### src/hw/rtl/plc_pkg.sv
// Shared types and constants for the piecewise linear colormap.
// Used by every module of the block; no dependencies.
`timescale 1ns / 1ps
`default_nettype none
package plc_pkg;

    localparam int MAX_POINTS  = 6;
    localparam int VALUE_BITS  = 24;
    localparam int COLOR_BITS  = 24;
    localparam int CH_BITS     = 8;
    localparam int CNT_BITS    = 3;
    localparam int IDX_BITS    = 3;
    localparam int SEG_BITS    = 3;
    localparam int DIV_BITS    = VALUE_BITS + CH_BITS;
    localparam int Q_DEPTH     = 4;
    localparam int Q_AW        = 2;
    // Back pipeline: select, multiply, then one stage per quotient bit
    localparam int BACK_STAGES = CH_BITS + 2;

    // Register indexes of the configuration port
    localparam logic [IDX_BITS-1:0] REG_FULL_SCALE  = 3'd0;
    localparam logic [IDX_BITS-1:0] REG_POINT_COUNT = 3'd1;
    localparam logic [IDX_BITS-1:0] REG_COLOR_BASE  = 3'd2;

    typedef enum logic [1:0] {
        SU_LOAD,
        SU_DIV,
        SU_MUL,
        SU_DONE
    } t_setup_state;

    // Settled configuration as seen by the datapath
    typedef struct packed {
        logic                                    bad;
        logic [SEG_BITS-1:0]                     span;
        logic [VALUE_BITS-1:0]                   full_scale;
        logic [MAX_POINTS-1:0][VALUE_BITS-1:0]   mult;
        logic [MAX_POINTS-1:0][COLOR_BITS-1:0]   color;
    } t_cfg;

    // Classified beat handed from front to back
    typedef struct packed {
        logic                  last;
        logic [SEG_BITS-1:0]   seg;
        logic [VALUE_BITS-1:0] rem;
    } t_item;

    function automatic logic [COLOR_BITS-1:0] pick_color(
        input t_cfg cfg, input logic [SEG_BITS-1:0] idx);
        logic [COLOR_BITS-1:0] c;
        begin
            c = '0;
            unique case (idx)
                3'd0:    c = cfg.color[0];
                3'd1:    c = cfg.color[1];
                3'd2:    c = cfg.color[2];
                3'd3:    c = cfg.color[3];
                3'd4:    c = cfg.color[4];
                3'd5:    c = cfg.color[5];
                default: c = '0;
            endcase
            return c;
        end
    endfunction

endpackage
`default_nettype wire

### src/hw/rtl/plc_front.sv
// Front end: takes input beats and finds segment and remainder.
// Depends on plc_pkg.
`timescale 1ns / 1ps
`default_nettype none
module plc_front (
    input  wire                              i_clk,
    input  wire                              i_rst_n,
    input  wire                              i_valid,
    output logic                             o_ready,
    input  wire [plc_pkg::VALUE_BITS-1:0]    i_value,
    input  plc_pkg::t_cfg                    i_cfg,
    input  wire                              i_enable,
    output logic                             o_push,
    output plc_pkg::t_item                   o_item,
    input  wire                              i_full
);

    logic                           r_fv;
    logic [plc_pkg::VALUE_BITS-1:0] r_val;
    logic [plc_pkg::SEG_BITS-1:0]   seg;
    logic [plc_pkg::VALUE_BITS-1:0] base;

    assign o_push  = r_fv && !i_full;
    assign o_ready = i_enable && (!r_fv || !i_full);

    always_ff @(posedge i_clk) begin
        if (!i_rst_n) begin
            r_fv <= 1'b0;
        end else if (i_valid && o_ready) begin
            r_fv <= 1'b1;
        end else if (o_push) begin
            r_fv <= 1'b0;
        end
    end

    always_ff @(posedge i_clk) begin
        if (i_valid && o_ready) begin
            r_val <= i_value;
        end
    end

    // Segment = count of boundaries at or below the value
    always_comb begin
        seg = '0;
        for (int k = 1; k < plc_pkg::MAX_POINTS; k++) begin
            if ((3'(k) <= i_cfg.span) && (r_val >= i_cfg.mult[k])) begin
                seg = seg + 3'd1;
            end
        end
        base = '0;
        unique case (seg)
            3'd1:    base = i_cfg.mult[1];
            3'd2:    base = i_cfg.mult[2];
            3'd3:    base = i_cfg.mult[3];
            3'd4:    base = i_cfg.mult[4];
            3'd5:    base = i_cfg.mult[5];
            default: base = '0;
        endcase
        o_item.seg  = seg;
        o_item.last = (seg == i_cfg.span);
        o_item.rem  = r_val - base;
    end

endmodule
`default_nettype wire

### config.mk
export PLATFORM = sky130hd
export DESIGN_NAME = plc_front
export DESIGN_NICKNAME = d
export VERILOG_FILES = /design/src/hw/rtl/plc_pkg.sv /design/src/hw/rtl/plc_front.sv
export SDC_FILE = /design/constraint.sdc
export NUM_CORES = 1
export LEC_CHECK = 0
export ABC_AREA = 1
export BUFFER_PORTS_ARGS = -buffer_cell sky130_fd_sc_hd__buf_4
export CAP_MARGIN = 20
export CORE_MARGIN = 10
export CORE_UTILIZATION = 40
export DETAILED_ROUTE_END_ITERATION = 10
export GPL_ROUTABILITY_DRIVEN = 1
export PLACE_DENSITY = 0.75
export SLEW_MARGIN = 20
export SYNTH_ARGS = -nofsm -noshare
export SYNTH_HDL_FRONTEND = slang
export SYNTH_SLANG_ARGS = --single-unit
### constraint.sdc
create_clock -name i_clk -period 12.9 [get_ports i_clk]
set_clock_uncertainty 0.2 [all_clocks]
set_input_delay 2.58 -clock i_clk [delete_from_list [all_inputs] [get_ports i_clk]]
set_output_delay 2.58 -clock i_clk [all_outputs]
set_load 0.02 [all_outputs]
==> run_results.csv <==
group,metric,value,unit
pwr,vdd_ir_drop_max,0.000144,V
cells_and_area,seq_area,741,µm²
sta,fin_crit_sh,94.6,%
logic_synthesis,avgSynthCellArea,6.73,µm²
clock_network,postCtsHoldBufs,0,
sta,maxSlewHeadroom,56.6,%
worst_setup_path,start_kind,"primary input",
logic_synthesis,synth_top_area_share,30.0,%
cells_and_area,fin_cells,1291,
clock_network,cts_buffers,3,
run,maxCapViolations,0,
cells_and_area,area_growth,26.1,%
sta,finalCriticalPeriod,12200,ps
cells_and_area,design_area,0.00784,mm²
clock_network,clk_pin_slew,80,ps
worst_setup_path,critical-path-slowest-cell,"nor3_4",
logic_synthesis,synthDistinctLibCells,44,
cells_and_area,fill_cells,1559,
clock_network,clk_latency,280,ps
global_routing,grt_pass1_vias,6444,
sta,hold_viol_final,0,
global_routing,grtUsageTotal,19.3,%
clock_network,cts_buffer_depth,2,
worst_setup_path,crit_type,"primary input to output port",
logic_synthesis,ys_top_cells_by_count,"nand2_1 (214), inv_1 (184), ha_1 (149), a21oi_1 (71), nor2_1 (63)",
cells_and_area,final_net_count,1599,
clock_network,postCtsSetupBuffers,0,
sta,max_clock_freq,82.0,MHz
logic_synthesis,netlist_instances,924,
sta,setup-tns-final,0,ps
logic_synthesis,synth-seq-area-share,11.9,%
die,core_area,0.0152,mm²
sta,finalWorstSetupSlack,701,ps
place,dpl.hpwl,18100,µm
logic_synthesis,synth_area_leader_cell,"ha_1",
logic_synthesis,yosysWarnings,0,
pwr,leakage,4.38,nW
drt,routed_wl,21000,µm
drt,via_per_inst,5.15,
die,die_w,145,µm
place,place_ws,758,ps
logic_synthesis,synth.top_cells.by_area,"ha_1 (30%), nand2_1 (13%), edfxtp_1 (12%)",
logic_synthesis,syn_nets,1419,
worst_setup_path,crit_fanout,13,
worst_hold_path,hold_path.class,"register to register",
logic_synthesis,synth_edf_count,24,
cells_and_area,post-route-util,51.6,%
die,dieArea,0.0209,mm²
die,io-pin-count,375,
logic_synthesis,async_flop_share,0,%
status,outcome,"completed",
worst_setup_path,critical_path_required,10120,ps
worst_setup_path,critPathMaxStageDelay,580,ps
sta,timing.final.setup_violations,0,
logic_synthesis,syn_area,0.00622,mm²
clock_network,cts_resized,0,
place,io_buffers,181,
place,globalplace.congestion,0.949,
clock_network,cts_max_level,1,
worst_setup_path,cp-end-kind,"output port",
clock_network,cts_tree,"yes",
die,die_y,145,µm
drt,drt-initial-drc-count,418,
logic_synthesis,synth_seq_cells,25,
die,start_util,40.9,%
die,rows,45,
sta,tightestPinTransition,648,ps
sta,rsz0062_at_grt,"no",
drt,final_antenna_net_count,0,
logic_synthesis,ys.flop_type,"edfxtp_1",
drt,dr.pass1.iters,5,
place,postPlaceCellArea,0.00776,mm²
cells_and_area,multi_input_area,0.00468,mm²
global_routing,antenna_found_initial,0,
drt,drc,0,
global_routing,grt_max_degree,25,
worst_setup_path,critPathMostFrequentCell,"nand2_1",
logic_synthesis,synth_most_common_cell,"nand2_1",
clock_network,cts_root_buf,"clkbuf_16",
sta,whs,424,ps
cells_and_area,drive_gt1_share,19.9,%
pwr,power_per_cell_area,110,mW/mm²
drt,wl_per_cell,16.3,µm
clock_network,cts.sinks,25,
pwr,total_power,0.864,mW
global_routing,grt_pass1_wl,32100,µm
sta,drv_slew,0,
worst_setup_path,arrival,9420,ps
place,dp_cells,1287,
drt,vias,6647,
cells_and_area,num_antenna_cells,0,
global_routing,grt.overflow.total,0,
layer usage:
layer  vias up  track usage, %  share of wire, %
li1       3432               -                 -
met1      2983            25.8                45
met2       220            31.9                46
met3        12            4.30               7.9
met4         0            2.55              0.78
met5         -               0                 0
power by group:
part / total (mW) / switching [mW] / internal [mW]
logic: 0.684 / 0.413 / 0.271
registers: 0.101 / 0.00714 / 0.0934
clock network: 0.0794 / 0.0368 / 0.0427
total: 0.864 / 0.457 / 0.407
final cells by class:
class / instances / area share [%]
inverters: 188 / 9.00
multi-input cells: 700 / 59.7
well taps: 188 / 3.00
repair buffers: 186 / 17.8
flip-flops and latches: 25 / 9.45
clock buffers: 4 / 1.01
final timing paths:
| path | to | slack (ps) | cells past startpoint | from |
|---|---|---|---|---|
| hold reg to reg | r_fv | 420 | 4 | r_fv |
| setup reg to reg | r_val[1] | 11440 | 3 | r_fv |
| setup / recovery | o_item[20] | 700 | 50 | i_cfg[168] |
| hold / removal | r_fv | 420 | 4 | r_fv |
logic make-up (layout without fill, tap and decap cells):
family / after synthesis / count (layout) / synth area share, %
AOI/OAI and AO/OA: 166 / 166 / 16.0
xor gates and xnor gates: 25 / 25 / 3.52
adders and majority gates: 150 / 150 / 30.3
buffers and inverters: 199 / 378 / 12.8
DFF: 25 / 25 / 11.9
and+or+nand+nor: 359 / 359 / 25.5
critical path: cells and delay by family:
| family | cells | cell delay, ps |
|---|---|---|
| and+or+nand+nor | 28 | 2800 |
| AOI/OAI and AO/OA | 9 | 1510 |
| adders and majority gates | 5 | 1430 |
| buffers and inverters | 7 | 890 |
| xor gates and xnor gates | 1 | 190 |
layout by cell type (no fill, tap or decap), types with 3 or more instances in the layout:
master | Yosys | layout
o221ai_1 | 3 | 3
nand2_1 | 214 | 214
a21o_1 | 5 | 5
inv_2 | 4 | 4
a21oi_1 | 71 | 71
nand4_1 | 14 | 14
nand3_2 | 3 | 3
o211ai_1 | 22 | 22
inv_1 | 184 | 184
nand2_2 | 8 | 8
edfxtp_1 | 24 | 24
xnor2_1 | 7 | 7
ha_1 | 149 | 149
o22ai_1 | 22 | 22
o21ai_0 | 24 | 24
o21a_1 | 3 | 3
clkbuf_16 | 0 | 3
nor2_1 | 63 | 63
nand3_1 | 33 | 33
buf_4 | 4 | 186
nor3_1 | 8 | 8
nand2_4 | 6 | 6
a211oi_1 | 4 | 4
xor2_1 | 18 | 18
registers in the layout (all words and copies together) (netlist names):
signal	flops
r_fv	1
r_val	24
No activity file was read; power rests on OpenSTA's default activity.
