$ cat config.mk
export PLATFORM = sky130hd
export DESIGN_NAME = plc_setup
export DESIGN_NICKNAME = d
export VERILOG_FILES = /design/src/hw/rtl/plc_pkg.sv /design/src/hw/rtl/plc_setup.sv
export SDC_FILE = /design/constraint.sdc
export NUM_CORES = 1
export LEC_CHECK = 0
export ABC_CLOCK_PERIOD_IN_PS = 4100
export BUFFER_PORTS_ARGS = -buffer_cell sky130_fd_sc_hd__buf_2
export CORE_ASPECT_RATIO = 0.9
export CORE_MARGIN = 2
export CORE_UTILIZATION = 40
export CTS_BUF_LIST = sky130_fd_sc_hd__clkbuf_8 sky130_fd_sc_hd__clkbuf_16
export DETAILED_ROUTE_END_ITERATION = 16
export HOLD_SLACK_MARGIN = 0.03
export PLACE_DENSITY_LB_ADDON = 0.08
export SLEW_MARGIN = 20
export SYNTH_ARGS = -nofsm -noshare
export SYNTH_HDL_FRONTEND = slang
export SYNTH_SLANG_ARGS = --single-unit
export TNS_END_PERCENT = 1
$ cat constraint.sdc
create_clock -name i_clk -period 4.1 [get_ports i_clk]
set_input_delay 0.82 -clock i_clk [delete_from_list [all_inputs] [get_ports i_clk]]
set_output_delay 0.82 -clock i_clk [all_outputs]
set_load 0.02 [all_outputs]
$ cat src/hw/rtl/plc_pkg.sv
// Shared types and constants for the piecewise linear colormap.
// Used by every module of the block; no dependencies.
`timescale 1ns / 1ps
`default_nettype none
package plc_pkg;

    localparam int MAX_POINTS  = 6;
    localparam int VALUE_BITS  = 24;
    localparam int COLOR_BITS  = 24;
    localparam int CH_BITS     = 8;
    localparam int CNT_BITS    = 3;
    localparam int IDX_BITS    = 3;
    localparam int SEG_BITS    = 3;
    localparam int DIV_BITS    = VALUE_BITS + CH_BITS;
    localparam int Q_DEPTH     = 4;
    localparam int Q_AW        = 2;
    // Back pipeline: select, multiply, then one stage per quotient bit
    localparam int BACK_STAGES = CH_BITS + 2;

    // Register indexes of the configuration port
    localparam logic [IDX_BITS-1:0] REG_FULL_SCALE  = 3'd0;
    localparam logic [IDX_BITS-1:0] REG_POINT_COUNT = 3'd1;
    localparam logic [IDX_BITS-1:0] REG_COLOR_BASE  = 3'd2;

    typedef enum logic [1:0] {
        SU_LOAD,
        SU_DIV,
        SU_MUL,
        SU_DONE
    } t_setup_state;

    // Settled configuration as seen by the datapath
    typedef struct packed {
        logic                                    bad;
        logic [SEG_BITS-1:0]                     span;
        logic [VALUE_BITS-1:0]                   full_scale;
        logic [MAX_POINTS-1:0][VALUE_BITS-1:0]   mult;
        logic [MAX_POINTS-1:0][COLOR_BITS-1:0]   color;
    } t_cfg;

    // Classified beat handed from front to back
    typedef struct packed {
        logic                  last;
        logic [SEG_BITS-1:0]   seg;
        logic [VALUE_BITS-1:0] rem;
    } t_item;

    function automatic logic [COLOR_BITS-1:0] pick_color(
        input t_cfg cfg, input logic [SEG_BITS-1:0] idx);
        logic [COLOR_BITS-1:0] c;
        begin
            c = '0;
            unique case (idx)
                3'd0:    c = cfg.color[0];
                3'd1:    c = cfg.color[1];
                3'd2:    c = cfg.color[2];
                3'd3:    c = cfg.color[3];
                3'd4:    c = cfg.color[4];
                3'd5:    c = cfg.color[5];
                default: c = '0;
            endcase
            return c;
        end
    endfunction

endpackage
`default_nettype wire

$ cat src/hw/rtl/plc_setup.sv
// Configuration registers plus derived step and segment boundaries.
// Depends on plc_pkg.
`timescale 1ns / 1ps
`default_nettype none
module plc_setup (
    input  wire                              i_clk,
    input  wire                              i_rst_n,
    input  wire                              i_cfg_we,
    input  wire [plc_pkg::IDX_BITS-1:0]      i_cfg_index,
    input  wire [plc_pkg::COLOR_BITS-1:0]    i_cfg_data,
    output plc_pkg::t_cfg                    o_cfg,
    output logic                             o_done
);

    logic [plc_pkg::VALUE_BITS-1:0]                         r_fs;
    logic [plc_pkg::CNT_BITS-1:0]                           r_pc;
    logic [plc_pkg::MAX_POINTS-1:0][plc_pkg::COLOR_BITS-1:0] r_cp;
    logic [plc_pkg::MAX_POINTS-1:0][plc_pkg::VALUE_BITS-1:0] r_mult;
    logic [plc_pkg::VALUE_BITS-1:0]                         r_quo;
    logic [plc_pkg::SEG_BITS-1:0]                           r_rem;
    logic [plc_pkg::VALUE_BITS-1:0]                         r_acc;
    logic [4:0]                                             r_cnt;
    plc_pkg::t_setup_state                                  r_state, n_state;

    logic [plc_pkg::CNT_BITS-1:0]   pts;
    logic                           bad;
    logic [plc_pkg::SEG_BITS-1:0]   span;
    logic [plc_pkg::SEG_BITS:0]     div_t;
    logic                           div_ge;
    logic [plc_pkg::VALUE_BITS-1:0] acc_nx;
    logic                           do_load, do_div, do_mul;

    // Point count saturation and divide-by-zero detection
    always_comb begin
        pts  = (r_pc > 3'(plc_pkg::MAX_POINTS)) ? 3'(plc_pkg::MAX_POINTS) : r_pc;
        bad  = (r_pc < 3'd2) || (r_fs < 24'(pts - 3'd1));
        span = bad ? 3'd1 : (pts - 3'd1);
    end

    // Register writes; point 1 resets to white, the rest to black
    always_ff @(posedge i_clk) begin
        if (!i_rst_n) begin
            r_fs <= 24'd255;
            r_pc <= 3'd2;
            r_cp <= {{(plc_pkg::MAX_POINTS-2){24'h000000}}, 24'hFFFFFF, 24'h000000};
        end else if (i_cfg_we) begin
            if (i_cfg_index == plc_pkg::REG_FULL_SCALE) begin
                r_fs <= i_cfg_data;
            end else if (i_cfg_index == plc_pkg::REG_POINT_COUNT) begin
                r_pc <= i_cfg_data[plc_pkg::CNT_BITS-1:0];
            end else begin
                r_cp[i_cfg_index - plc_pkg::REG_COLOR_BASE] <= i_cfg_data;
            end
        end
    end

    // Next state
    always_comb begin
        n_state = r_state;
        if (i_cfg_we) begin
            n_state = plc_pkg::SU_LOAD;
        end else begin
            unique case (r_state)
                plc_pkg::SU_LOAD: n_state = plc_pkg::SU_DIV;
                plc_pkg::SU_DIV:  if (r_cnt == 5'(plc_pkg::VALUE_BITS - 1)) begin
                    n_state = plc_pkg::SU_MUL;
                end
                plc_pkg::SU_MUL:  if (r_cnt == 5'(plc_pkg::MAX_POINTS - 1)) begin
                    n_state = plc_pkg::SU_DONE;
                end
                plc_pkg::SU_DONE: n_state = plc_pkg::SU_DONE;
                default:          n_state = plc_pkg::SU_LOAD;
            endcase
        end
    end

    // State outputs
    always_comb begin
        do_load = 1'b0;
        do_div  = 1'b0;
        do_mul  = 1'b0;
        o_done  = 1'b0;
        unique case (r_state)
            plc_pkg::SU_LOAD: do_load = 1'b1;
            plc_pkg::SU_DIV:  do_div  = 1'b1;
            plc_pkg::SU_MUL:  do_mul  = 1'b1;
            plc_pkg::SU_DONE: o_done  = 1'b1;
            default:          do_load = 1'b1;
        endcase
    end

    always_ff @(posedge i_clk) begin
        if (!i_rst_n) begin
            r_state <= plc_pkg::SU_LOAD;
        end else begin
            r_state <= n_state;
        end
    end

    // One quotient bit per cycle: step = full_scale / span
    always_comb begin
        div_t  = {r_rem, r_quo[plc_pkg::VALUE_BITS-1]};
        div_ge = (div_t >= {1'b0, span});
        acc_nx = r_acc + r_quo;
    end

    always_ff @(posedge i_clk) begin
        if (do_load) begin
            r_quo    <= r_fs;
            r_rem    <= '0;
            r_acc    <= '0;
            r_cnt    <= '0;
            r_mult   <= '0;
        end else if (do_div) begin
            r_rem <= div_ge ? 3'(div_t - {1'b0, span}) : div_t[plc_pkg::SEG_BITS-1:0];
            r_quo <= {r_quo[plc_pkg::VALUE_BITS-2:0], div_ge};
            r_cnt <= (r_cnt == 5'(plc_pkg::VALUE_BITS - 1)) ? 5'd1 : r_cnt + 5'd1;
        end else if (do_mul) begin
            // Boundaries k*step, one per cycle
            r_acc <= acc_nx;
            r_mult[r_cnt[2:0]] <= acc_nx;
            r_cnt <= r_cnt + 5'd1;
        end
    end

    always_comb begin
        o_cfg.bad        = bad;
        o_cfg.span       = span;
        o_cfg.full_scale = r_fs;
        o_cfg.mult       = r_mult;
        o_cfg.color      = r_cp;
    end

endmodule
`default_nettype wire

==> results.md <==
- Peak VDD IR: 288 µV
- Worst-margin pin slew: 1.13 ns
- Slew Limit Fails: 0
- Clock sinks: 373
- Crit-path slowest cell: or3_4
- Leakage: 8.15 nW
- Pre-CTS setup slack: 0.0891 ns
- Syn_nets: 1,931
- Minimum clock period: 3.90 ns
- Die Ht: 192 µm
- Chip width: 213 µm
- Post-DRT Antenna Nets: 0
- Net count, final: 2,236
- Post-synth top cells: nand2_1, dfxtp_1, a21oi_1, a21boi_0, clkbuf_1
- Data required time of the worst path: 3.28 ns
- Largest net degree at the start of global routing: 109
- Synth area leaders: dfxtp_1, nand2_1, a21boi_0, ha_1, a21oi_1
- Vias in the first global route: 12,600
- Register area share after synthesis: 49.1%
- CTS max path bufs: 3
- Port buffer count: 346
- Top-count cell post-synth: nand2_1
- Final setup TNS: 0 ns
- Crit path kind: reg -> out
- Total die area: 40,900 µm²
- Crit share post-route: 95.1%
- Initial DRC count: 921
- DP HPWL: 34,900 µm
- Final setup viols: 0
- Post-Synthesis Cells: 1,840
- Synth Flop Type: dfxtp_1
- Clock transition at path regs: 0.06 ns
- Crit-path max cell delay: 0.44 ns
- Max cap viols: 0
- Row count: 68
- Grt ovf: 0
- CTS Buf Count: 42
- Worst R2R Start: r_pc[0]
- Critical path arrival: 3.08 ns
- Syn avg cell area: 8.53 µm²
- Area delta synth->final: 23.7%
- Grt met3 use: 4.56%
- Worst-Skew Late Latency: 0.54 ns
- Root Driver: clkbuf_16
- Fill count: 3,741
- Fin worst setup slack: 0.202 ns
- Met1 Resource Use GR: 33.8%
- Post-route cell area: 19,400 µm²
- Vias per cell: 5.08
- Clk_skew: 0.00801 ns
- Fmax: 0.257 GHz
- Synth top area share: 44.5%
- Rel. slew slack: 24.2%
- First-pass detailed-route iteration total: 5
- GP Congestion: 0.830
- Crit Path Max Fanout: 7
- Antenna cells: 0
- CTS tree: done
- Grt met2 use: 37.9%
- Register bit total from synthesis: 373
- Routed WL: 50,600 µm
- Share of cells above drive strength 1: 23.0%
- DRC Markers: 0
- RSZ-0062 raised after global routing: no
- Routed len/inst: 18.7 µm
- FFs w/ async S/R, synth: 0%
- Worst Setup SP: r_pc[2]
- Yosys top cell by area: dfxtp_1
- GRT Overall Usage: 24.0%
- Endpoints failing hold: 0
- Placeable Area: 38,500 µm²
- Hold Buf Count CTS: 0
- Crit. End Element: output pin
- Status: finished, final reports clean
- Area of the mapped netlist: 15,700 µm²
- Via count: 13,700
- Startpoint Class: register
- First-pass GRT wire length: 76,000 µm
- Initial Util: 40.7%
- IO Count: 347
- GR peak layer: met2
- Hold/Removal Path Class: reg -> reg
- Hold path start: o_cfg[157]
- H-tree Lvls: 2
- Crit-path cells: or3_4 -> ha_1 -> a21o_1 -> a21o_1 -> a21oi_1 -> o21a_1 -> a21oi_2 -> o21ai_2 -> a21oi_2 -> buf_4 -> nor2b_4 -> buf_6
- YS warnings: 0
- Dpl cell area: 17,900 µm²
- PwrDens: 447 nW/µm²
- Initial antenna violation count: 0
- Yosys cell types: 57
- Number of synthesized flops with an enable pin: 24
## state kept, by name (all words and copies together), names as in the netlist
signal,cells
r_pc,3
o_cfg,288
r_fs,24
r_quo,24
r_cnt,5
r_state,2
r_acc,24
r_rem,3
## worst max-delay path: cells and delay by family (launching register included)
kind	cells	cell delay (ns)
compound gates	7	1.00
simple gates	2	0.56
flops	1	0.36
fa+ha+maj	1	0.32
buf+inv	2	0.28
## through the flow
step | power (mW) | hold WS, ns | utilization, % | instances
floorplan | 4.57 | 0.446 | - | 1840
global placement | 4.93 | 0.441 | 46.5 | 2625
detailed placement | 4.94 | 0.444 | 46.5 | 2625
CTS | 8.76 | 0.452 | 50.2 | 2700
global route | 9.03 | 0.468 | 50.4 | 2701
finish | 8.69 | 0.451 | 50.4 | 2701
## routing by layer
| metal | wire, µm | share of wire [%] | vias to the layer above |
|---|---|---|---|
| met2 | 23300 | 46 | 333 |
| met1 | 23500 | 47 | 6545 |
| met5 | 0 | 0 | - |
| li1 | - | - | 6793 |
| met3 | 2830 | 5.6 | 59 |
| met4 | 897 | 1.8 | 0 |
## cells in the final DEF, fill, tap and decap left out, types with 15 or more instances in the layout
master,instances
nand2_1,584
dfxtp_1,346
buf_2,344
a21oi_1,142
a21boi_0,139
nor2_1,82
ha_1,57
clkbuf_16,46
nand3_1,39
inv_1,32
buf_4,30
mux2i_1,24
edfxtp_1,24
mux2_2,23
a211oi_1,22
a21o_1,17
xnor2_1,15
## kinds of logic (layout without fill, tap and decap cells)
kind of cell | Yosys count | after routing | synth area share, %
buffers and inverters | 136 | 471 | 3.39
and+or+nand+nor | 797 | 798 | 20.7
AOI/OAI and AO/OA | 401 | 401 | 17.2
xor gates and xnor gates | 25 | 25 | 1.49
muxes | 47 | 47 | 3.18
adders and majority gates | 61 | 61 | 4.96
DFF | 373 | 373 | 49.1
## final timing paths
| kind | end | slack (ns) | cells past startpoint |
|---|---|---|---|
| setup reg to reg | r_rem[1] | 0.41 | 20 |
| hold reg to reg | o_cfg[157] | 0.45 | 2 |
| setup / recovery | o_cfg[314] | 0.20 | 12 |
| hold / removal | o_cfg[157] | 0.45 | 2 |
## timing repair
item | 4_1_cts | 5_1_grt
endpoints found under the setup margin | 4 | 7
pin swaps | 1 | 3
resized for setup | 4 | 15
setup buffers | 0 | 0
cloned | 0 | 1
## report_power, final
group | switching [mW] | leakage [nW] | internal, mW
clock network | 1.52 | 0.743 | 2.29
logic | 0.716 | 4.34 | 0.323
registers | 0.0682 | 3.07 | 3.77
## area by class of cell
class | instances | area [µm²] | share of cell area (%)
Clock buffer | 51 | 1220 | 6.28
Clock inverter | 24 | 186 | 0.960
Inverter | 19 | 71.3 | 0.367
Multi-Input combinational cell | 1332 | 7570 | 39.0
Sequential cell | 373 | 7710 | 39.7
Tap cell | 525 | 657 | 3.38
Timing Repair Buffer | 377 | 2000 | 10.3
Note: power is estimated with default switching activity, not from simulation.
