[config.mk]
export PLATFORM = sky130hd
export DESIGN_NAME = plc_fifo
export DESIGN_NICKNAME = d
export VERILOG_FILES = /design/src/hw/rtl/plc_pkg.sv /design/src/hw/rtl/plc_fifo.sv
export SDC_FILE = /design/constraint.sdc
export NUM_CORES = 1
export LEC_CHECK = 0
export ABC_CLOCK_PERIOD_IN_PS = 1800
export BUFFER_PORTS_ARGS = -buffer_cell sky130_fd_sc_hd__buf_4
export CAP_MARGIN = 40
export CELL_PAD_IN_SITES_DETAIL_PLACEMENT = 0
export CELL_PAD_IN_SITES_GLOBAL_PLACEMENT = 1
export CORE_ASPECT_RATIO = 1.25
export CORE_UTILIZATION = 45
export CTS_BUF_LIST = sky130_fd_sc_hd__clkbuf_4 sky130_fd_sc_hd__clkbuf_8 sky130_fd_sc_hd__clkbuf_16
export DETAILED_ROUTE_END_ITERATION = 16
export GPL_TIMING_DRIVEN = 0
export PLACE_DENSITY = 0.86
export SYNTH_ARGS = -nofsm -noshare
export SYNTH_HDL_FRONTEND = slang
export SYNTH_SLANG_ARGS = --single-unit
[constraint.sdc]
create_clock -name i_clk -period 1.8 [get_ports i_clk]
set_clock_uncertainty 0.15 [all_clocks]
set_input_delay 0.09 -clock i_clk [delete_from_list [all_inputs] [get_ports i_clk]]
set_output_delay 0.09 -clock i_clk [all_outputs]
set_load 0.005 [all_outputs]
[src/hw/rtl/plc_pkg.sv]
// Shared types and constants for the piecewise linear colormap.
// Used by every module of the block; no dependencies.
`timescale 1ns / 1ps
`default_nettype none
package plc_pkg;

    localparam int MAX_POINTS  = 6;
    localparam int VALUE_BITS  = 24;
    localparam int COLOR_BITS  = 24;
    localparam int CH_BITS     = 8;
    localparam int CNT_BITS    = 3;
    localparam int IDX_BITS    = 3;
    localparam int SEG_BITS    = 3;
    localparam int DIV_BITS    = VALUE_BITS + CH_BITS;
    localparam int Q_DEPTH     = 4;
    localparam int Q_AW        = 2;
    // Back pipeline: select, multiply, then one stage per quotient bit
    localparam int BACK_STAGES = CH_BITS + 2;

    // Register indexes of the configuration port
    localparam logic [IDX_BITS-1:0] REG_FULL_SCALE  = 3'd0;
    localparam logic [IDX_BITS-1:0] REG_POINT_COUNT = 3'd1;
    localparam logic [IDX_BITS-1:0] REG_COLOR_BASE  = 3'd2;

    typedef enum logic [1:0] {
        SU_LOAD,
        SU_DIV,
        SU_MUL,
        SU_DONE
    } t_setup_state;

    // Settled configuration as seen by the datapath
    typedef struct packed {
        logic                                    bad;
        logic [SEG_BITS-1:0]                     span;
        logic [VALUE_BITS-1:0]                   full_scale;
        logic [MAX_POINTS-1:0][VALUE_BITS-1:0]   mult;
        logic [MAX_POINTS-1:0][COLOR_BITS-1:0]   color;
    } t_cfg;

    // Classified beat handed from front to back
    typedef struct packed {
        logic                  last;
        logic [SEG_BITS-1:0]   seg;
        logic [VALUE_BITS-1:0] rem;
    } t_item;

    function automatic logic [COLOR_BITS-1:0] pick_color(
        input t_cfg cfg, input logic [SEG_BITS-1:0] idx);
        logic [COLOR_BITS-1:0] c;
        begin
            c = '0;
            unique case (idx)
                3'd0:    c = cfg.color[0];
                3'd1:    c = cfg.color[1];
                3'd2:    c = cfg.color[2];
                3'd3:    c = cfg.color[3];
                3'd4:    c = cfg.color[4];
                3'd5:    c = cfg.color[5];
                default: c = '0;
            endcase
            return c;
        end
    endfunction

endpackage
`default_nettype wire

[src/hw/rtl/plc_fifo.sv]
// Short queue of classified beats between front and back.
// Depends on plc_pkg.
`timescale 1ns / 1ps
`default_nettype none
module plc_fifo (
    input  wire                  i_clk,
    input  wire                  i_rst_n,
    input  wire                  i_push,
    input  plc_pkg::t_item       i_data,
    output logic                 o_full,
    input  wire                  i_pop,
    output plc_pkg::t_item       o_data,
    output logic                 o_empty
);

    plc_pkg::t_item               r_mem [plc_pkg::Q_DEPTH];
    logic [plc_pkg::Q_AW-1:0]     r_wp, r_rp;
    logic [plc_pkg::Q_AW:0]       r_count;

    assign o_full  = (r_count == (plc_pkg::Q_AW + 1)'(plc_pkg::Q_DEPTH));
    assign o_empty = (r_count == '0);
    assign o_data  = r_mem[r_rp];

    always_ff @(posedge i_clk) begin
        if (i_push) begin
            r_mem[r_wp] <= i_data;
        end
    end

    always_ff @(posedge i_clk) begin
        if (!i_rst_n) begin
            r_wp    <= '0;
            r_rp    <= '0;
            r_count <= '0;
        end else begin
            if (i_push) begin
                r_wp <= r_wp + 1'b1;
            end
            if (i_pop) begin
                r_rp <= r_rp + 1'b1;
            end
            if (i_push && !i_pop) begin
                r_count <= r_count + 1'b1;
            end else if (i_pop && !i_push) begin
                r_count <= r_count - 1'b1;
            end
        end
    end

    a_no_overfill: assert property (@(posedge i_clk) disable iff (!i_rst_n)
        r_count <= (plc_pkg::Q_AW + 1)'(plc_pkg::Q_DEPTH))
        else $error("queue count past depth");
    a_pop_nonempty: assert property (@(posedge i_clk) disable iff (!i_rst_n)
        i_pop |-> !o_empty)
        else $error("pop from empty queue");
    a_push_grows: assert property (@(posedge i_clk) disable iff (!i_rst_n)
        (i_push && !i_pop) |=> (r_count == $past(r_count) + 1'b1))
        else $error("queue count did not grow on push");

endmodule
`default_nettype wire

==> out/qor.csv, run 1 <==
metric;value;unit
root buf cell;clkbuf_16;
die boundary width;91.8;um
hpwl dp;4430;um
Required @ worst endpoint;1560;ps
Post-synth EDFFs;112;
Max stage delay on crit path;500;ps
Num CTS Buffers;17;
ys async rst share;0;%
Seq cells post-synth;121;
CP bufs+invs;3;
dpl ws;-2.04;ps
HP Class;in -> reg;
Routability Congestion;0.610;
vias;2231;
maximum clock rate;511;MHz
critical path fanouts, max;7;
top post-synthesis cells by count;edfxtp_1, mux4_2, and2_1, dfxtp_1, mux4_1;
CTS tree;yes;
nets;345;
RSZ-0062 raised after global routing;yes;
CP Launch Type;register;
initial antenna violation count;0;
CTS sink cnt;121;
# DRC;0;
sequential area share after synthesis;78.1;%
antenna viol nets, final;0;
share of the synthesized area in the top cell type;74.2;%
largest net degree at the start of global routing;29;
Final Worst Setup Slack;-158;ps
hold_ws;120;ps
family with the most delay on the worst path;multiplexers;
drt pass-1 iters;4;
outcome;finished with violations;
initial DRC count;132;
footprint of the multi-input gates;891;sq um
LEAKAGE;2.22;nW
vias in the first global route;2408;
Critical Path Sink Type;output pin;
Critical-path top delay cell;mux4_2;
IO Pins;62;
Via density;5.00;
Clock Pin Slew Worst Setup and Hold Paths;50;ps
Slew Viols, Final;0;
# fillers;698;
Final Cycle Share;109;%
Initial Util;46.7;%
violations in the final reports;setup timing;
Hold Fails Final Rpt;0;
clk_lat worst skew;400;ps
PD cells;1170;mW/mm^2
Mean Syn Cell Area;24.0;sq um
crit path cell chain;buf_12 > clkbuf_16 > mux4_2 > buf_6;
relative slew slack;70.1;%
post-synth cell types;21;
core box area;0.00971;sq mm
Final Critical Period;1960;ps
Setup violations, final;28;
Synth Net Count;227;
synth-to-layout area growth;37.4;%
wire per inst;18.2;um
global route total overflow;0;
Peak supply drop;0.000693;V
row count;40;
synth warn;0;
chip height;114;um
Post-Syn Area;0.00454;sq mm
ant diodes;0;
most frequent cell after synthesis;edfxtp_1;
flip-flop cell with the highest count after synthesis;edfxtp_1;
WS Path Type;reg -> out;
GRT Overall Usage;17.2;%
worst-margin pin slew;448;ps
register area;0.00355;sq mm
Mapped Cells;189;
leading area contributor after synthesis;edfxtp_1;
top cells by area, synth;edfxtp_1, mux4_2, mux4_1;
Detailed Route WL;8110;um
I/O Buffers;61;
DIE AREA;0.0105;sq mm
H-tree depth;4;
first-pass GRT wire length;12600;um
CP arrival;1720;ps
CTS max path bufs;2;
max-cap violations;0;
fraction of layout cells with a size suffix above 1;42.2;%
cell type report:
type / instances / share of cell area, %
clock buffers: 20 / 7.19
well taps: 126 / 2.53
inverters: 4 / 0.241
repair buffers: 99 / 15.7
clock inverters: 12 / 1.73
flip-flops and latches: 121 / 56.9
multi-input cells: 58 / 14.3
plain buffers: 6 / 1.39
routing by layer:
| metal | global-route usage (%) | part of all wire, % |
|---|---|---|
| met5 | 0 | 0 |
| met4 | 9.69 | 2.1 |
| met3 | 4.45 | 3.4 |
| met2 | 30.1 | 55 |
| met1 | 19.1 | 40 |
sequential cells by signal, summed over array words and instances, names as in the netlist, named ones only:
| register | count |
|---|---|
| r_mem | 112 |
| r_count | 3 |
| r_wp | 2 |
| r_rp | 2 |
path summary, 6_finish.rpt:
path         startpoint          to  slack (ps)  cells after the start
min reg2reg  r_count[2]  r_count[2]         360                      2
max            register   o_data[5]        -160                      4
max reg2reg  r_count[0]  r_count[2]         130                      4
min              i_push  r_count[1]         120                      4
layout by cell type (no fill, tap or decap), drive strengths merged:
cell and instances:
buf 73, xnor2 2, mux2i 2, clkbuf 21
and2 9, or3 1, clkinvlp 1, nor3 1
edfxtp 112, mux4 28, dlygate4sd3 31, fa 1
bufinv 2, o21ai 1, xor2 3, nand2 1
nor3b 1, nor2b 2, inv 4, clkinv 9
dfxtp 9, a21boi 1, ha 5
metrics by stage:
| stage | setup TNS (ps) | utilization, % | cells | total power [mW] | instance area, sq um |
|---|---|---|---|---|---|
| finish | -3460 | 64.2 | 446 | 7.27 | 6230 |
| global route | -5040 | 64.2 | 446 | 7.52 | 6230 |
| CTS | -4010 | 63.8 | 445 | 7.31 | 6200 |
| detailed placement | -19.4 | 53.1 | 376 | 4.01 | 5160 |
| global placement | -55080 | 53.1 | 376 | 3.98 | 5150 |
| floorplan | 0 | - | 189 | 3.67 | 4540 |
logic make-up after synthesis:
logic type	count (synthesis)	share of synthesized area, %
multiplexers	30	15.0
adder cells (fa/ha/maj)	6	1.82
XOR/XNOR	5	0.966
buffers and inverters	10	1.79
AND/OR/NAND/NOR	15	2.01
AO/OA/AOI/OAI	2	0.276
flip-flops	121	78.1
report_power, final:
| part | leakage [nW] | internal [mW] | switching, mW |
|---|---|---|---|
| clock | 0.278 | 2.04 | 1.08 |
| combinational | 0.842 | 0.533 | 0.332 |
| sequential | 1.10 | 3.23 | 0.0497 |
| total | 2.22 | 5.81 | 1.46 |
repair_timing:
item / in CTS / in global routing
hold buffers: 31 / 0
setup buffers: 4 / 1
hold endpoints to repair: 121 / 0
cloned: 2 / 1
setup endpoints to repair: 48 / 112
gates resized for setup: 46 / 6
worst register-to-register path, stage by stage (launching register included):
cell and delay [ps]:
dfxtp_1 350, fa_1 450, xor2_1 180, or3_1 310, a21boi_0 160
Note: power is estimated with default switching activity, not from simulation.
==> run 2: changes to the inputs <==
Settings changed: CORE_MARGIN set to 3.
==> run 2 against run 1 <==
Against the previous run:
- the flow still finishes with violations (setup timing)
- critical endpoint is now o_data[17]
- clock power is essentially flat
- final cell count grew 0.22%
- flip-flop and latch count is the same
- largest cell class unchanged
==> out/qor.csv, run 2 (synthesis gave the netlist of run 1 again) <==
metric;value;unit
crit path cell chain;buf_12 > clkbuf_16 > mux4_2 > buf_6;
first-pass GRT wire length;12400;um
Required @ worst endpoint;1560;ps
Slew Viols, Final;0;
H-tree depth;4;
GRT Overall Usage;15.2;%
hold_ws;97.9;ps
critical path depth in cells;4;
Final Worst Setup Slack;-136;ps
Critical Path Sink Type;output pin;
hpwl dp;4370;um
die boundary width;95.8;um
CP arrival;1700;ps
largest net degree at the start of global routing;29;
RSZ-0062 raised after global routing;yes;
Num CTS Buffers;17;
met1 usage;17.8;%
cells on worst reg2reg path;4;
Reg with most FFs;r_mem;
# fillers;711;
Final Cycle Share;108;%
ant diodes;0;
GR Layer Usage met2;25.0;%
Peak supply drop;0.000751;V
DIE AREA;0.0113;sq mm
# DRC;0;
commonest non-fill, non-tap cells in the layout;edfxtp_1, buf_4, dlygate4sd3_1;
max FFs per register;112;
Detailed Route WL;7800;um
R2R setup slack;150;ps
Max stage delay on crit path;520;ps
CTS tree;yes;
Final Critical Period;1940;ps
Area after DPL;0.00516;sq mm
Routability Congestion;0.664;
critical path fanouts, max;10;
Hold Fails Final Rpt;0;
nets;346;
initial antenna violation count;0;
top flop regs;r_mem (112), r_count (3);
global route total overflow;0;
chip height;118;um
worst-margin pin slew;448;ps
CP bufs+invs;3;
vias in the first global route;2443;
WHS Path Cells;4;
final instance area;0.00623;sq mm
violations in the final reports;setup timing;
Critical-path top delay cell;mux4_2;
outcome;finished with violations;
wire per inst;17.4;um
CP Launch Type;register;
row count;40;
root buf cell;clkbuf_16;
HP Class;in -> reg;
initial DRC count;121;
core box area;0.00971;sq mm
vias;2206;
LEAKAGE;2.22;nW
family with the most delay on the worst path;multiplexers;
Via density;4.94;
max-cap violations;0;
Setup violations, final;28;
Clock Pin Slew Worst Setup and Hold Paths;50;ps
Initial Util;46.7;%
IO Pins;62;
antenna viol nets, final;0;
PD cells;1170;mW/mm^2
synth-to-layout area growth;37.4;%
I/O Buffers;61;
WS Path Type;reg -> out;
CTS sink cnt;121;
grt peak-use layer;met2;
clk_lat worst skew;400;ps
relative slew slack;70.1;%
met3 GRT Util;5.09;%
maximum clock rate;516;MHz
CTS max path bufs;2;
TNS Setup;-2770;ps
commonest non-fill, non-tap cell in the layout;edfxtp_1;
drt pass-1 iters;4;
fraction of layout cells with a size suffix above 1;42.1;%
-- run 2: changes by cell type in the layout (fill, tap and decap cells not counted), moves of 2 or more --
cell,change
buf_4,+2
buf_6,-2
clkbuf_4,+2
clkinv_2,-3
-- run 2: per-stage QoR --
| stage | std cells | setup slack [ps] | power, mW | util, % |
|---|---|---|---|---|
| after floorplan | 189 | 22.1 | 3.67 | - |
| after global placement | 376 | -509 | 3.99 | 53.1 |
| after detailed placement | 376 | -5.90 | 4.00 | 53.1 |
| after CTS | 441 | -166 | 7.30 | 63.3 |
| after global routing | 447 | -187 | 7.56 | 64.2 |
| final | 447 | -136 | 7.27 | 64.2 |
-- run 2: path summary, 6_finish.rpt --
path / from / to
max reg2reg: r_count[0] / r_count[2]
max: register / o_data[17]
min: i_push / r_count[1]
min reg2reg: r_count[2] / r_count[2]
-- run 2: worst register-to-register path, cell delays in order (launching register included) --
cell	delay (ps)
dfxtp_1	350
fa_1	440
xor2_1	170
or3_1	300
a21boi_0	160
-- run 2: final cells by class --
type,count,area (sq um),share of cell area (%)
Buffer,6,90.1,1.45
Clock buffer,21,455,7.31
Clock inverter,11,105,1.69
Inverter,4,15.0,0.241
Multi-Input combinational cell,58,891,14.3
Sequential cell,121,3540,56.9
Tap cell,126,158,2.53
Timing Repair Buffer,100,973,15.6
-- run 2: power by group --
group | switching (mW) | internal, mW | leakage [nW]
clock | 1.07 | 2.06 | 0.276
combinational | 0.323 | 0.529 | 0.844
sequential | 0.0467 | 3.23 | 1.10
total | 1.44 | 5.82 | 2.22
-- run 2: timing repair --
item                       4_1_cts  5_1_grt
buffers inserted                 2        4
gates cloned                     0        2
hold buffers                    31        0
hold endpoints to repair       121        0
resized for setup               33       13
setup endpoints to repair      112       56
-- run 2: metal layers --
metal  routed length [um]  part of all wire, %  up-vias
li1                     -                    -     1019
met1                 3200                   41     1129
met2                 4230                   54       50
met3                  279                  3.6        8
met4                   78                  1.0        0
met5                    0                    0        -
